$ cat src/rtl/core/b64d_pkg.sv
// shared types, constants and the character map of the base64 decoder
package b64d_pkg;

    localparam logic [7:0] CHAR_PAD   = 8'h3D;  // '='
    localparam logic [7:0] CHAR_PLUS  = 8'h2B;  // '+'
    localparam logic [7:0] CHAR_SLASH = 8'h2F;  // '/'
    localparam logic [7:0] CHAR_UP_A  = 8'h41;
    localparam logic [7:0] CHAR_UP_Z  = 8'h5A;
    localparam logic [7:0] CHAR_LO_A  = 8'h61;
    localparam logic [7:0] CHAR_LO_Z  = 8'h7A;
    localparam logic [7:0] CHAR_D0    = 8'h30;
    localparam logic [7:0] CHAR_D9    = 8'h39;

    localparam int unsigned GROUP_BITS = 24;
    localparam int unsigned STORE_BITS = 18;

    // one finished group handed to the output buffer
    typedef struct packed {
        logic                  load;
        logic [GROUP_BITS-1:0] word;
        logic [1:0]            count;
        logic                  last;
    } t_group;

    // standard alphabet, everything else maps to zero
    function automatic logic [5:0] sextet_of(input logic [7:0] c);
        logic [7:0] t;
        t = 8'd0;
        if (c >= CHAR_UP_A && c <= CHAR_UP_Z) begin
            t = c - CHAR_UP_A;
        end else if (c >= CHAR_LO_A && c <= CHAR_LO_Z) begin
            t = c - CHAR_LO_A + 8'd26;
        end else if (c >= CHAR_D0 && c <= CHAR_D9) begin
            t = c - CHAR_D0 + 8'd52;
        end else if (c == CHAR_PLUS) begin
            t = 8'd62;
        end else if (c == CHAR_SLASH) begin
            t = 8'd63;
        end
        return t[5:0];
    endfunction

endpackage

$ cat src/rtl/core/base64_stream_decoder.sv
// top level of the base64 stream decoder
// base64 decoder, one character per beat in, one byte per beat out. a
// character that does not close a group is always accepted in the cycle it
// arrives. a closing character (the fourth of a group, or one with tlast) is
// held off while more than one byte of the previous group is still pending,
// or while one is pending and the sink is not ready. the first byte of a group
// is offered in the cycle after its closing character, then one byte per cycle
// while the sink is ready. with a full-rate sink, groups of four run at one
// character per clock. a group that closes one or two characters after a
// three-byte group, or one character after a two-byte group, stalls,
// even when it gives no bytes. '=' counts as a pad anywhere in a group and
// each pad drops one byte; a stream ending on k characters gives k-1 bytes
// minus pads, and tlast on the output marks the last byte of the final group
// of a stream, if it gives any. characters outside the alphabet decode as zero.
module base64_stream_decoder (
    input  logic       i_clk,
    input  logic       i_rst_n,
    input  logic       s_axis_tvalid,
    output logic       s_axis_tready,
    input  logic [7:0] s_axis_tdata,   // [7:0] char_code
    input  logic       s_axis_tlast,   // end_of_text
    output logic       m_axis_tvalid,
    input  logic       m_axis_tready,
    output logic [7:0] m_axis_tdata,   // [7:0] data_byte
    output logic       m_axis_tlast    // final_byte
);

    // open group: earlier sextets, their count, pads seen so far
    logic [b64d_pkg::STORE_BITS-1:0] r_store, n_store;
    logic [1:0]                      r_gcnt, n_gcnt;
    logic [1:0]                      r_pads, n_pads;

    logic             closes;      // this character ends the group
    logic             buf_free;
    logic             accept;
    logic [5:0]       sextet;
    logic [1:0]       pads;
    logic [2:0]       chars;       // characters in the group, 1..4
    logic [2:0]       real_chars;
    logic [b64d_pkg::GROUP_BITS-1:0] word;
    b64d_pkg::t_group grp;

    assign closes        = (r_gcnt == 2'd3) || s_axis_tlast;
    assign s_axis_tready = !closes || buf_free;
    assign accept        = s_axis_tvalid && s_axis_tready;
    assign sextet        = b64d_pkg::sextet_of(s_axis_tdata);
    assign chars         = {1'b0, r_gcnt} + 3'd1;

    // pad count saturates at three
    always_comb begin
        pads = r_pads;
        if ((s_axis_tdata == b64d_pkg::CHAR_PAD) && (r_pads != 2'd3)) begin
            pads = r_pads + 2'd1;
        end
    end

    // left-aligned group word, missing sextets are zero
    always_comb begin
        unique case (r_gcnt)
            2'd0:    word = {sextet, 18'd0};
            2'd1:    word = {r_store[5:0], sextet, 12'd0};
            2'd2:    word = {r_store[11:0], sextet, 6'd0};
            default: word = {r_store, sextet};
        endcase
    end

    // bytes out = characters - pads - 1, floored at zero
    always_comb begin
        real_chars = (chars > {1'b0, pads}) ? (chars - {1'b0, pads}) : 3'd0;
        grp.load   = accept && closes;
        grp.word   = word;
        grp.count  = (real_chars != 3'd0) ? 2'(real_chars - 3'd1) : 2'd0;
        grp.last   = s_axis_tlast;
    end

    // group state: shift in, or clear on close
    always_comb begin
        n_store = r_store;
        n_gcnt  = r_gcnt;
        n_pads  = r_pads;
        if (accept) begin
            if (closes) begin
                n_store = '0;
                n_gcnt  = 2'd0;
                n_pads  = 2'd0;
            end else begin
                n_store = {r_store[b64d_pkg::STORE_BITS-7:0], sextet};
                n_gcnt  = r_gcnt + 2'd1;
                n_pads  = pads;
            end
        end
    end

    always_ff @(posedge i_clk) begin
        if (!i_rst_n) begin
            r_store <= '0;
            r_gcnt  <= 2'd0;
            r_pads  <= 2'd0;
        end else begin
            r_store <= n_store;
            r_gcnt  <= n_gcnt;
            r_pads  <= n_pads;
        end
    end

    b64d_byte_buffer u_buffer (
        .i_clk         (i_clk),
        .i_rst_n       (i_rst_n),
        .i_group       (grp),
        .o_free        (buf_free),
        .m_axis_tvalid (m_axis_tvalid),
        .m_axis_tready (m_axis_tready),
        .m_axis_tdata  (m_axis_tdata),
        .m_axis_tlast  (m_axis_tlast)
    );

endmodule

$ cat src/rtl/core/b64d_byte_buffer.sv
// output buffer that drains one decoded group a byte per beat
module b64d_byte_buffer (
    input  logic                  i_clk,
    input  logic                  i_rst_n,
    input  b64d_pkg::t_group      i_group,
    output logic                  o_free,        // a group may be loaded this cycle
    output logic                  m_axis_tvalid,
    input  logic                  m_axis_tready,
    output logic [7:0]            m_axis_tdata,  // [7:0] data_byte
    output logic                  m_axis_tlast   // final_byte
);

    logic [b64d_pkg::GROUP_BITS-1:0] r_word, n_word;
    logic [1:0]                      r_cnt, n_cnt;
    logic                            r_last, n_last;
    logic                            beat;

    assign beat          = m_axis_tvalid && m_axis_tready;
    assign m_axis_tvalid = (r_cnt != 2'd0);
    assign m_axis_tdata  = r_word[b64d_pkg::GROUP_BITS-1 -: 8];
    assign m_axis_tlast  = r_last && (r_cnt == 2'd1);
    // empty, or the last pending byte leaves now
    assign o_free        = (r_cnt == 2'd0) || ((r_cnt == 2'd1) && m_axis_tready);

    always_comb begin
        n_word = r_word;
        n_cnt  = r_cnt;
        n_last = r_last;
        if (i_group.load) begin
            n_word = i_group.word;
            n_cnt  = i_group.count;
            n_last = i_group.last;
        end else if (beat) begin
            n_word = {r_word[b64d_pkg::GROUP_BITS-9:0], 8'd0};
            n_cnt  = r_cnt - 2'd1;
        end
    end

    always_ff @(posedge i_clk) begin
        if (!i_rst_n) begin
            r_cnt  <= 2'd0;
            r_last <= 1'b0;
        end else begin
            r_cnt  <= n_cnt;
            r_last <= n_last;
        end
        r_word <= n_word;
    end

endmodule
$ cat config.mk
export PLATFORM = sky130hd
export DESIGN_NAME = base64_stream_decoder
export DESIGN_NICKNAME = d
export VERILOG_FILES = /design/src/rtl/core/b64d_pkg.sv /design/src/rtl/core/base64_stream_decoder.sv /design/src/rtl/core/b64d_byte_buffer.sv
export SDC_FILE = /design/constraint.sdc
export NUM_CORES = 1
export LEC_CHECK = 0
export ABC_AREA = 1
export BUFFER_PORTS_ARGS = -buffer_cell sky130_fd_sc_hd__buf_2
export CORE_MARGIN = 4
export CORE_UTILIZATION = 55
export DETAILED_ROUTE_END_ITERATION = 8
export GPL_ROUTABILITY_DRIVEN = 0
export PLACE_DENSITY_LB_ADDON = 0.2
export SYNTH_ARGS = -nofsm -noshare
export SYNTH_HDL_FRONTEND = slang
export SYNTH_SLANG_ARGS = --single-unit
$ cat constraint.sdc
create_clock -name i_clk -period 2.9 [get_ports i_clk]
set_clock_uncertainty 0.2 [all_clocks]
set_input_delay 0.58 -clock i_clk [delete_from_list [all_inputs] [get_ports i_clk]]
set_output_delay 0.58 -clock i_clk [all_outputs]
set_load 0.05 [all_outputs]
==> results.cfg <==
[status]
status = complete, no violations

[floorplanning]
die_area_mm2 = 0.00701
die_w_um = 83.7
core_mm2 = 0.00554
num_io_pins = 24
die_height_um = 83.7
rows = 27
initial_utilization = 0.569

[final_layout]
syn2layout_area_growth_pct = 8.85
n_fill_cell = 520
antenna_cells = 0
fin_nets = 463
post-route-util = 0.619
seqCellArea_mm2 = 0.00122
multiInputGateArea_mm2 = 0.00167
drive_above_1_share = 0.166

[worst_setup_path]
startpoint = s_axis_tdata[3]
criticalPathCategory = primary input to flip-flop
cpMaxStageDelayCell = ha_1
cp_slowest_stage_delay_ns = 0.30
path_cells = buf_2 > ha_1 > inv_1 > nor2_1 > nand2_2 > xnor2_1 > ha_1 > inv_1 > ha_1 > nor2_1 > nand4_1 > nand3_1 > nand2_1 > a21oi_2
cp.arrival_ns = 2.59
crit_top_cell = ha_1
ff2ff_path_depth = 7
crit_path_max_fanout = 8
critPathRequiredTime_ns = 2.94
end_kind = flip-flop
cp-start-kind = primary input
rrSetupSlack_ns = 0.36
r2r_start = r_gcnt[0]
r2r-end = u_buffer.r_word[18]

[drt]
wl_mm = 7.41
vias = 2843
ant_nets = 0
viasPerCell = 5.63
drc = 0
first_pass_iters = 5
wl_per_cell_um = 14.7
drtIter0Drc = 228

[yosys]
synth.avg_cell_area_um2 = 7.65
yosys-top-cells-area = edfxtp_1, dfxtp_1, nand2_1
post-synth-top-count-cell = nand2_1
syn_area_mm2 = 0.00315
yosys.area.top_type = edfxtp_1
synth_edf_count = 24
synth_cells = 412
synth_seq_cells = 49
synth-main-ff-cell = dfxtp_1
yosysUniqueCellTypes = 35
ys_async_sr_fraction = 0
yosysTopAreaCellShare = 0.229
ys_top_cells_by_count = nand2_1, inv_1, nor2_1
synth_fp_nets = 443
seq_area_frac_synth = 0.387
ys_warn_count = 0

[global_routing]
grt_usage = 0.216
grt_pass1_wl_mm = 12.5
overflow = 0
gr-usage-met3 = 0.0355
grt_most_used_layer = met2
grt_pass1_vias = 2704
antenna_found_initial = 0
grt_max_degree = 27
use_met2 = 0.388
grt.met1_usage = 0.264

[flow_run]
cap_viol_max_count = 0

[place]
dp_hpwl_mm = 5.43
io_buffers = 23

[cts]
clkLatencyLatePin_ns = 0.31
cts-root-buf = clkbuf_8
h-tree-depth = 2
cts_tree = yes
cts_repair_resize_count = 0
post_cts_buffers = 0
cts_buffers = 5
clkSlewWorstSetupHoldPaths_ns = 0.09
clock_sink_count = 49
ctsHoldBuffers = 0
clockBufferDepth = 2

[timing]
finalSetupViolCount = 0
fin_crit_ns = 2.55
slew_headroom = 0.464
timing.final.crit_share = 0.879
whs_ns = 0.269
hold_viol_final = 0
maxSlewViolCount = 0
rsz0062_at_grt = false
tightest_slew_ns = 0.804
fin_tns_setup_ns = 0
max_freq_ghz = 0.392

[power_and_ir_drop]
comb_power_share = 0.245
p_leak_nw = 1.48
ir_drop_v = 0.000253
power.internal_mw = 1.18
power_density_mw_per_mm2 = 506
p_seq_frac = 0.473
p_sw_uw = 561
switching_share = 0.323
total_power_mw = 1.74
p_clk_frac = 0.282

[worst_hold_path]
hp-class = flip-flop to flip-flop
min_path_cells = 2
min_to = r_store[16]
min_from = r_store[16]
[sequential cells by signal, summed over array words and instances (netlist names)]
| signal | count |
|---|---|
| u_buffer.r_word | 24 |
| u_buffer.r_cnt | 2 |
| r_pads | 2 |
| r_store | 18 |
| u_buffer.r_last | 1 |
| r_gcnt | 2 |
[layout by cell type (no fill, tap or decap), types with 12 or more instances in the layout]
master / n
nand2_1: 110
inv_1: 34
nor2_1: 34
nand3_1: 32
a21oi_1: 27
dfxtp_1: 25
edfxtp_1: 24
buf_2: 23
ha_1: 18
a221oi_1: 12
[per-stage QoR]
| step | setup slack [ns] | area (um^2) | instances |
|---|---|---|---|
| 3_3_place_gp | 0.126 | 3320 | 497 |
| 4_1_cts | 0.346 | 3430 | 505 |
| 5_1_grt | 0.0578 | 3430 | 505 |
| 2_1_floorplan | 0.284 | 3150 | 412 |
| 3_5_place_dp | 0.0313 | 3320 | 497 |
| 6_report | 0.351 | 3430 | 505 |
[logic make-up (layout without fill, tap and decap cells)]
logic type | count (synthesis) | after routing | synth area share
AOI/OAI and AO/OA | 80 | 80 | 0.168
xor gates and xnor gates | 5 | 5 | 0.0139
adders and majority gates | 18 | 18 | 0.0714
buffers and inverters | 61 | 82 | 0.0829
DFF | 49 | 49 | 0.387
and+or+nand+nor | 199 | 199 | 0.276
[layout make-up]
cell class,count,share of cell area
clock inverters,3,0.0120
inverters,42,0.0459
flip-flops and latches,49,0.356
clock buffers,5,0.0201
well taps,72,0.0262
multi-input cells,302,0.487
repair buffers,32,0.0532
[metal layers]
layer  part of all wire  wire [um]  vias up
li1                   -          -     1427
met3              0.048        354       12
met2               0.49       3620       72
met4              0.015        112        0
met5                  0          0        -
met1               0.45       3320     1332
[worst max-delay path by stage]
stage	slack [ns]	depth (start not counted)	endpoint
after floorplan	0.28	7	u_buffer.r_word[0]
after global placement	0.13	14	u_buffer.r_cnt[1]
after detailed placement	0.03	14	u_buffer.r_cnt[1]
after CTS	0.35	14	u_buffer.r_cnt[1]
after global routing	0.06	14	u_buffer.r_cnt[1]
final	0.35	14	u_buffer.r_cnt[1]
[critical path, delay by kind of cell]
kind,cells,cell delay [ns]
AOI/OAI and AO/OA,1,0.10
adders and majority gates,3,0.75
and+or+nand+nor,6,0.68
xor gates and xnor gates,1,0.19
buffers and inverters,3,0.29
[power groups by stage]
stage / registers, mW / logic (mW) / clock network (mW)
floorplan: 0.832 / 0.333 / 0
global placement: 0.835 / 0.417 / 0
detailed placement: 0.838 / 0.424 / 0
CTS: 0.822 / 0.425 / 0.494
global route: 0.827 / 0.466 / 0.524
finish: 0.821 / 0.425 / 0.489
(Power assumes the default switching activity.)
